File: src/sv/stx_pkg.sv
// ----------------------------------------------------------------------------
// stx_pkg: shared types and constants of the text tokenizer
// Holds the token record, the line number width and the character codes.
// ----------------------------------------------------------------------------
package stx_pkg;

	// Width of the line number field of a token.
	localparam int LINE_W = 16;

	// Default width of the internal line counter.
	localparam int LINE_BITS_DEF = 16;

	// Characters with a role in the scan.
	localparam logic [7:0] CH_SLASH = 8'h2F;
	localparam logic [7:0] CH_STAR  = 8'h2A;
	localparam logic [7:0] CH_PLUS  = 8'h2B;
	localparam logic [7:0] CH_MINUS = 8'h2D;
	localparam logic [7:0] CH_DOT   = 8'h2E;
	localparam logic [7:0] CH_UNDER = 8'h5F;
	localparam logic [7:0] CH_OPEN  = 8'h28;
	localparam logic [7:0] CH_CLOSE = 8'h29;
	localparam logic [7:0] CH_LF    = 8'h0A;
	localparam logic [7:0] CH_NUL   = 8'h00;

	// Token class codes.
	localparam logic [1:0] CLS_OPEN   = 2'd0;
	localparam logic [1:0] CLS_CLOSE  = 2'd1;
	localparam logic [1:0] CLS_NUMBER = 2'd2;
	localparam logic [1:0] CLS_SYMBOL = 2'd3;

	// One result item.
	typedef struct packed {
		logic [7:0]        token_char;
		logic              token_first;
		logic              token_last;
		logic [1:0]        token_class;
		logic [LINE_W-1:0] line_number;
		logic              end_marker;
	} tok_t;

	// Results that one accepted item pushes: a token character, an end marker.
	typedef struct packed {
		logic push_a;
		logic push_b;
	} push_t;

endpackage

File: src/sv/stx_lexer.sv
// ----------------------------------------------------------------------------
// stx_lexer: scan state and per-byte token decision
// Holds the held-back byte and the scan state, and decides for each accepted
// item which token character and end marker it produces.
// ----------------------------------------------------------------------------
module stx_lexer import stx_pkg::*; #(
	parameter int LINE_BITS = LINE_BITS_DEF
) (
	input  logic       clk,
	input  logic       arst_n,
	input  logic       accept,
	input  logic [7:0] text_byte,
	input  logic       end_of_text,
	output push_t      push,
	output tok_t       tok_a,
	output tok_t       tok_b
);

	typedef enum logic [2:0] {
		MODE_BETWEEN = 3'd0,
		MODE_LINE    = 3'd1,
		MODE_BOPEN   = 3'd2,
		MODE_BODY    = 3'd3,
		MODE_BCLOSE  = 3'd4
	} mode_t;

	localparam logic [LINE_BITS-1:0] LINE_ONE = LINE_BITS'(1);

	mode_t                mode_q, mode_n;
	logic [7:0]           held_q;
	logic                 held_valid_q;
	logic                 inside_q, inside_n;
	logic [1:0]           class_q, class_n;
	logic [LINE_BITS-1:0] line_q, line_n;

	logic                 fin;
	logic [7:0]           look;
	logic                 emit;
	logic                 first_c, last_c, more;
	logic [LINE_BITS+LINE_W-1:0] line_ext_cur, line_ext_nxt;

	function automatic logic is_alnum(input logic [7:0] c);
		return (c >= 8'h30 && c <= 8'h39) || (c >= 8'h41 && c <= 8'h5A) ||
		       (c >= 8'h61 && c <= 8'h7A);
	endfunction

	function automatic logic is_space(input logic [7:0] c);
		return c == 8'h20 || (c >= 8'h09 && c <= 8'h0D);
	endfunction

	function automatic logic is_start(input logic [7:0] c);
		return is_alnum(c) || c == CH_PLUS || c == CH_MINUS || c == CH_DOT ||
		       c == CH_UNDER;
	endfunction

	function automatic logic is_cont(input logic [7:0] c);
		return is_alnum(c) || c == CH_DOT || c == CH_UNDER;
	endfunction

	function automatic logic [1:0] class_of(input logic [7:0] c);
		logic [1:0] r;
		if (c == CH_OPEN)
			r = CLS_OPEN;
		else if (c == CH_CLOSE)
			r = CLS_CLOSE;
		else if ((c >= 8'h30 && c <= 8'h39) || c == CH_MINUS || c == CH_DOT)
			r = CLS_NUMBER;
		else
			r = CLS_SYMBOL;
		return r;
	endfunction

	// A zero byte ends the text as the flag does; the lookahead is then zero.
	assign fin  = end_of_text || (text_byte == CH_NUL);
	assign look = fin ? CH_NUL : text_byte;

	// Decision for the held byte, with the new byte as lookahead.
	always_comb begin
		mode_n   = mode_q;
		inside_n = inside_q;
		class_n  = class_q;
		emit     = 1'b0;
		first_c  = 1'b0;
		last_c   = 1'b0;
		more     = 1'b0;
		unique case (mode_q)
			MODE_LINE: begin
				if (held_q == CH_LF)
					mode_n = MODE_BETWEEN;
			end
			MODE_BOPEN: begin
				mode_n = MODE_BODY;
			end
			MODE_BODY: begin
				if (held_q == CH_STAR && look == CH_SLASH)
					mode_n = MODE_BCLOSE;
			end
			MODE_BCLOSE: begin
				mode_n = MODE_BETWEEN;
			end
			default: begin
				mode_n = MODE_BETWEEN;
				if (inside_q) begin
					more     = is_cont(look);
					emit     = 1'b1;
					last_c   = !more;
					inside_n = more;
				end else if (is_space(held_q)) begin
					emit = 1'b0;
				end else if (held_q == CH_SLASH) begin
					if (look == CH_SLASH)
						mode_n = MODE_LINE;
					else if (look == CH_STAR)
						mode_n = MODE_BOPEN;
				end else begin
					more     = is_start(held_q) && is_cont(look);
					class_n  = class_of(held_q);
					emit     = 1'b1;
					first_c  = 1'b1;
					last_c   = !more;
					inside_n = more;
				end
			end
		endcase
	end

	// A newline bumps the line after it is handled; the count saturates.
	always_comb begin
		line_n = line_q;
		if (held_q == CH_LF && line_q != '1)
			line_n = line_q + LINE_ONE;
	end

	// Line numbers are the low bits of the counter.
	assign line_ext_cur = {{LINE_W{1'b0}}, line_q};
	assign line_ext_nxt = {{LINE_W{1'b0}}, (held_valid_q ? line_n : line_q)};

	// Result records.
	always_comb begin
		tok_a.token_char  = held_q;
		tok_a.token_first = first_c;
		tok_a.token_last  = last_c;
		tok_a.token_class = class_n;
		tok_a.line_number = line_ext_cur[LINE_W-1:0];
		tok_a.end_marker  = 1'b0;
		tok_b.token_char  = CH_NUL;
		tok_b.token_first = 1'b0;
		tok_b.token_last  = 1'b0;
		tok_b.token_class = CLS_OPEN;
		tok_b.line_number = line_ext_nxt[LINE_W-1:0];
		tok_b.end_marker  = 1'b1;
		push.push_a       = accept && held_valid_q && emit;
		push.push_b       = accept && fin;
	end

	// Scan state; end of text returns everything to the reset state.
	always_ff @(posedge clk or negedge arst_n) begin
		if (!arst_n) begin
			mode_q       <= MODE_BETWEEN;
			held_q       <= CH_NUL;
			held_valid_q <= 1'b0;
			inside_q     <= 1'b0;
			class_q      <= CLS_OPEN;
			line_q       <= LINE_ONE;
		end else if (accept) begin
			if (fin) begin
				mode_q       <= MODE_BETWEEN;
				held_q       <= CH_NUL;
				held_valid_q <= 1'b0;
				inside_q     <= 1'b0;
				class_q      <= CLS_OPEN;
				line_q       <= LINE_ONE;
			end else begin
				if (held_valid_q) begin
					mode_q   <= mode_n;
					inside_q <= inside_n;
					class_q  <= class_n;
					line_q   <= line_n;
				end
				held_q       <= text_byte;
				held_valid_q <= 1'b1;
			end
		end
	end

	// After an end marker the scan starts over at line one.
	a_end_resets: assert property (@(posedge clk) disable iff (!arst_n)
		push.push_b |=> (!held_valid_q && line_q == LINE_ONE && mode_q == MODE_BETWEEN))
		else $error("state not reset after end marker");

	// A token character can only come from a held byte.
	a_emit_held: assert property (@(posedge clk) disable iff (!arst_n)
		push.push_a |-> held_valid_q)
		else $error("token character without a held byte");

	// An ordinary byte is always held for the next item.
	a_byte_held: assert property (@(posedge clk) disable iff (!arst_n)
		(accept && !fin) |=> (held_valid_q && held_q == $past(text_byte)))
		else $error("byte not held");

endmodule

File: src/sv/stx_out_queue.sv
// ----------------------------------------------------------------------------
// stx_out_queue: result queue of the tokenizer
// A four-entry queue that takes up to two result items per cycle and hands
// one item per cycle to the output channel while out_ready is high.
// ----------------------------------------------------------------------------
module stx_out_queue import stx_pkg::*; (
	input  logic  clk,
	input  logic  arst_n,
	input  push_t push,
	input  tok_t  tok_a,
	input  tok_t  tok_b,
	output logic  room,
	output logic  out_valid,
	input  logic  out_ready,
	output tok_t  head
);

	localparam int DEPTH = 4;
	localparam int PW    = $clog2(DEPTH);

	tok_t          mem_q [DEPTH];
	logic [PW-1:0] wr_q, rd_q;
	logic [PW:0]   cnt_q;
	logic          pop;
	logic [PW-1:0] wr_b;
	logic [PW:0]   n_push;

	assign room      = cnt_q <= (PW+1)'(DEPTH - 2);
	assign out_valid = cnt_q != '0;
	assign head      = mem_q[rd_q];
	assign pop       = out_valid && out_ready;
	assign wr_b      = wr_q + PW'(push.push_a);
	assign n_push    = (PW+1)'(push.push_a) + (PW+1)'(push.push_b);

	// Entry storage; the end marker lands behind a token character.
	always_ff @(posedge clk) begin
		if (push.push_a)
			mem_q[wr_q] <= tok_a;
		if (push.push_b)
			mem_q[wr_b] <= tok_b;
	end

	// Pointers and fill count.
	always_ff @(posedge clk or negedge arst_n) begin
		if (!arst_n) begin
			wr_q  <= '0;
			rd_q  <= '0;
			cnt_q <= '0;
		end else begin
			wr_q  <= wr_q + n_push[PW-1:0];
			if (pop)
				rd_q <= rd_q + PW'(1);
			cnt_q <= cnt_q + n_push - (PW+1)'(pop);
		end
	end

	// The fill count never passes the depth.
	a_no_overflow: assert property (@(posedge clk) disable iff (!arst_n)
		cnt_q <= (PW+1)'(DEPTH))
		else $error("result queue overflow");

	// Items are pushed only when there is room for two.
	a_push_room: assert property (@(posedge clk) disable iff (!arst_n)
		(push.push_a || push.push_b) |-> room)
		else $error("push without room");

	// Taking the last item with nothing new empties the queue.
	a_drain: assert property (@(posedge clk) disable iff (!arst_n)
		(pop && cnt_q == (PW+1)'(1) && !push.push_a && !push.push_b) |=> !out_valid)
		else $error("queue not empty after draining");

endmodule

File: src/sv/sexpr_text_tokenizer.sv
// ----------------------------------------------------------------------------
// sexpr_text_tokenizer: byte stream tokenizer with comment stripping
// Sends token characters with first and last marks, class and line number.
//
//   Channel  Handshake              Payload
//   -------  ---------------------  ------------------------------------------
//   input    in_valid / in_ready    text_byte, end_of_text
//   output   out_valid / out_ready  token_char, token_first, token_last,
//                                   token_class, line_number, end_marker
//
// One item is accepted per cycle while in_ready is high; a byte's results enter
// the queue with the next item and leave one per cycle while out_ready is high.
// An end of text pushes up to two results, which the output queue absorbs.
// in_ready is high while the four-entry output queue has room for two items.
// Reset clears the scan state, the line count (to one) and the queue.
// ----------------------------------------------------------------------------
module sexpr_text_tokenizer import stx_pkg::*; #(
	parameter int LINE_BITS = LINE_BITS_DEF
) (
	input  logic              clk,
	input  logic              arst_n,
	input  logic              in_valid,
	output logic              in_ready,
	input  logic [7:0]        text_byte,
	input  logic              end_of_text,
	output logic              out_valid,
	input  logic              out_ready,
	output logic [7:0]        token_char,
	output logic              token_first,
	output logic              token_last,
	output logic [1:0]        token_class,
	output logic [LINE_W-1:0] line_number,
	output logic              end_marker
);

	logic  accept;
	push_t push;
	tok_t  tok_a, tok_b, head;

	assign accept = in_valid && in_ready;

	// Scan state and token decision.
	stx_lexer #(
		.LINE_BITS(LINE_BITS)
	) u_lexer (
		.clk        (clk),
		.arst_n     (arst_n),
		.accept     (accept),
		.text_byte  (text_byte),
		.end_of_text(end_of_text),
		.push       (push),
		.tok_a      (tok_a),
		.tok_b      (tok_b)
	);

	// Result queue toward the output channel.
	stx_out_queue u_queue (
		.clk      (clk),
		.arst_n   (arst_n),
		.push     (push),
		.tok_a    (tok_a),
		.tok_b    (tok_b),
		.room     (in_ready),
		.out_valid(out_valid),
		.out_ready(out_ready),
		.head     (head)
	);

	assign token_char  = head.token_char;
	assign token_first = head.token_first;
	assign token_last  = head.token_last;
	assign token_class = head.token_class;
	assign line_number = head.line_number;
	assign end_marker  = head.end_marker;

endmodule
File: config.mk
export PLATFORM = sky130hd
export DESIGN_NAME = sexpr_text_tokenizer
export DESIGN_NICKNAME = d
export VERILOG_FILES = /design/src/sv/stx_pkg.sv /design/src/sv/stx_lexer.sv /design/src/sv/stx_out_queue.sv /design/src/sv/sexpr_text_tokenizer.sv
export SDC_FILE = /design/constraint.sdc
export NUM_CORES = 1
export LEC_CHECK = 0
export BUFFER_PORTS_ARGS = -buffer_cell sky130_fd_sc_hd__buf_2
export CORE_MARGIN = 2
export CORE_UTILIZATION = 25
export CTS_BUF_LIST = sky130_fd_sc_hd__clkbuf_2
export DETAILED_ROUTE_END_ITERATION = 7
export GPL_TIMING_DRIVEN = 0
export HOLD_SLACK_MARGIN = 0.02
export SETUP_SLACK_MARGIN = 0.05
export SKIP_CTS_REPAIR_TIMING = 1
export SLEW_MARGIN = 40
export SYNTH_ARGS = -nofsm -noshare
export SYNTH_HDL_FRONTEND = slang
export SYNTH_SLANG_ARGS = --single-unit
File: constraint.sdc
create_clock -name clk -period 5.48 [get_ports clk]
set_clock_uncertainty 0.15 [all_clocks]
set_input_delay 1.096 -clock clk [delete_from_list [all_inputs] [get_ports clk]]
set_output_delay 1.096 -clock clk [all_outputs]
set_load 0.03 [all_outputs]
==> metrics <==
Max Transition Viols Final 0; Crit Path Class flop to flop; Tightest Pin Transition 868 ps; crit share post-route 0.838; number of synthesized register bits ~150; FF-to-FF path depth 9; vias in the first global route slightly above 7000; via count about 7300; Reg2Reg Setup Slack about 890 ps; Buf/Inv on CP 2; Post-synth EDFFs between 60 and 70; Worst Path Max Fanout 16; DRT iter0 DRCs 981; die outline height about 190 microns; Tmin final 4590 ps; HPWL Detailed ~19000 microns; CTS buffer count 17; CP Depth 9; TritonCTS clock tree yes; Yosys top cell by area edfxtp_1; worst endpoint required time about 5700 ps; grt ovf 0; top-count cell post-synth nand2_1; share of cells above drive strength 1 0.164; Worst Setup Start Kind flop; worst r2r dst u_queue.mem_q[3][3]$_DFFE_PP_; die area 35200 sq um; hold crit path type primary input to async pin; CTS H-Tree Depth 4; Netlist Area Pre-Place roughly 8400 sq um; CP endpoint u_queue.mem_q[3][3]$_DFFE_PP_; DR pass1 iterations 5; drt via density between 5 and 6; unrepaired setup endpoints after global routing false; Clock Latency Late Sink slightly below 800 ps; CP Launch Point u_lexer.mode_q[2]$_DFFE_PN0P_; CTS Buffer Depth 2; Post-synth top flop edfxtp_1; Mean Syn Cell Area roughly 9.5 sq um; overall routing resource usage 0.151; Arr. time, crit path 4830 ps; Setup crit end kind flop; status complete, no violations; post-route cell area about 9500 sq um; Core ar. around 33000 sq um; buffers added on ports 42; slowest library cell on the worst path clkbuf_1; Reg clk slew, reported paths between 200 and 300 ps; synth warn 0; DP Area about 9000 sq um; global-route wire length before repair ~41000 microns; drt total wl 26400 microns; Peak VDD IR 215 uV; initial antenna violation count 2; crit-path leading delay family simple AND/OR/NAND/NOR gates; routability cong. approximately 0.88; Residual DRC 0; die width 188 microns; endpoints failing setup 0; Area contributors post-synth edfxtp_1, dfxtp_1, dfrtp_1, mux4_2, nand2_1; syn nets about 900; # IOs 44; area added between synthesis and finish 12.9%; RR Startpoint u_lexer.mode_q[2]$_DFFE_PN0P_; CP cell instances or3_4, a2111oi_4, o31a_1, ha_1, nand2_1, or3_1, clkbuf_1, clkbuf_1, nand2_2; register area share after synthesis 0.465; pin count of the biggest net entering global routing 39; Sink Count between 150 and 200; PD cells 465 nW/um^2; Fin. Hold Viols 0; Critical Path Max Stage Delay roughly 700 ps; CTS root buf clkbuf_2; slew margin rel. 0.421; DRT antenna net count 0; fillcell total 3611; DR WL/cell around 19 microns; TNS Setup 0 ps; FMAX 218 MHz; Syn Inst Count slightly below 900; Post-layout nets about 970; starting density of the core 0.252; commonest cells in the synthesized netlist nand2_1, o21ai_0, nor2_1; share of the synthesized area in the top cell type 0.228; std cell rows between 60 and 70; ys async rst share 0.247; post-synthesis cell type count between 70 and 80; CP dominant cell by count clkbuf_1; P_leak between 3 and 4 nW; Max Cap Violations 0
[flip-flops by register name, summed over array words and instances (netlist names)]
name,count
u_queue.mem_q,116
u_lexer.held_q,8
u_lexer.line_q,16
u_queue.wr_q,2
u_lexer.held_valid_q,1
u_queue.cnt_q,3
u_lexer.class_q,2
u_lexer.mode_q,3
u_queue.rd_q,2
u_lexer.inside_q,1
[worst min path at each step]
stage,start,to,slack (ps),cells past startpoint
finish,arst_n,u_lexer.line_q[12]$_DFFE_PN0P_,100,1
global route,arst_n,u_lexer.held_q[6]$_DFFE_PN0P_,100,1
CTS,arst_n,u_queue.rd_q[1]$_DFFE_PN0P_,80,1
detailed placement,u_queue.mem_q[0][0]$_SDFFE_PP1P_,u_queue.mem_q[0][0]$_SDFFE_PP1P_,290,2
global placement,u_queue.mem_q[2][0]$_SDFFE_PP1P_,u_queue.mem_q[2][0]$_SDFFE_PP1P_,280,2
floorplan,u_queue.mem_q[3][0]$_SDFFE_PP1P_,u_queue.mem_q[3][0]$_SDFFE_PP1P_,270,2
[metrics by stage]
step / total power, mW / hold slack [ps] / worst slack (ps) / utilization / std cells
finish: 4.41 / 104 / 886 / 0.285 / 1407
global route: 4.71 / 97.1 / 741 / 0.285 / 1406
CTS: 4.43 / 83.8 / 966 / 0.284 / 1405
detailed placement: 3.79 / 288 / 692 / 0.277 / 1373
global placement: 3.73 / 279 / 78.5 / 0.275 / 1372
floorplan: 3.15 / 269 / 1410 / - / 882
[cell type report]
type | count | area [sq um] | area share
Multi-Input combinational cell | 629 | 4140 | 0.436
Sequential cell | 154 | 3920 | 0.412
Tap cell | 448 | 561 | 0.0590
Buffer | 81 | 359 | 0.0378
Timing Repair Buffer | 43 | 228 | 0.0240
Clock inverter | 15 | 144 | 0.0151
Clock buffer | 17 | 85.1 | 0.00895
Inverter | 18 | 67.6 | 0.00711
Antenna cell | 2 | 5.00 | 0.000527
[per-layer routing]
| layer | track usage | vias to the layer above | wire length, microns |
|---|---|---|---|
| met3 | 0.0343 | 42 | 2010 |
| li1 | - | 3400 | - |
| met5 | 0 | - | 0 |
| met1 | 0.206 | 3574 | 11700 |
| met4 | 0.0506 | 0 | 607 |
| met2 | 0.236 | 321 | 12100 |
[cell families after synthesis]
group	after synthesis	share of synthesized area
AND/OR/NAND/NOR	297	0.169
AO/OA/AOI/OAI	274	0.203
flip-flops	154	0.465
buffers and inverters	99	0.0499
multiplexers	39	0.0895
XOR/XNOR	11	0.0114
adder cells (fa/ha/maj)	8	0.0128
[cells in the final DEF, fill, tap and decap left out, drive strengths merged, types with 10 or more instances in the layout]
cell,count
nor4,14
edfxtp,64
buf,66
nand3,23
o21ai,101
nor3,13
dfxtp,52
o31ai,61
nand2,126
dfrtp,37
mux4,29
a21oi,60
a31oi,16
nor2,79
mux2i,10
clkbuf,75
inv,31
[power breakdown]
group / internal (mW) / switching [mW] / leakage, nW
Combinational: 0.693 / 1.39 / 1.63
Sequential: 1.52 / 0.159 / 1.47
Clock: 0.150 / 0.505 / 0.140
Total: 2.36 / 2.05 / 3.24
(Power assumes the default switching activity.)
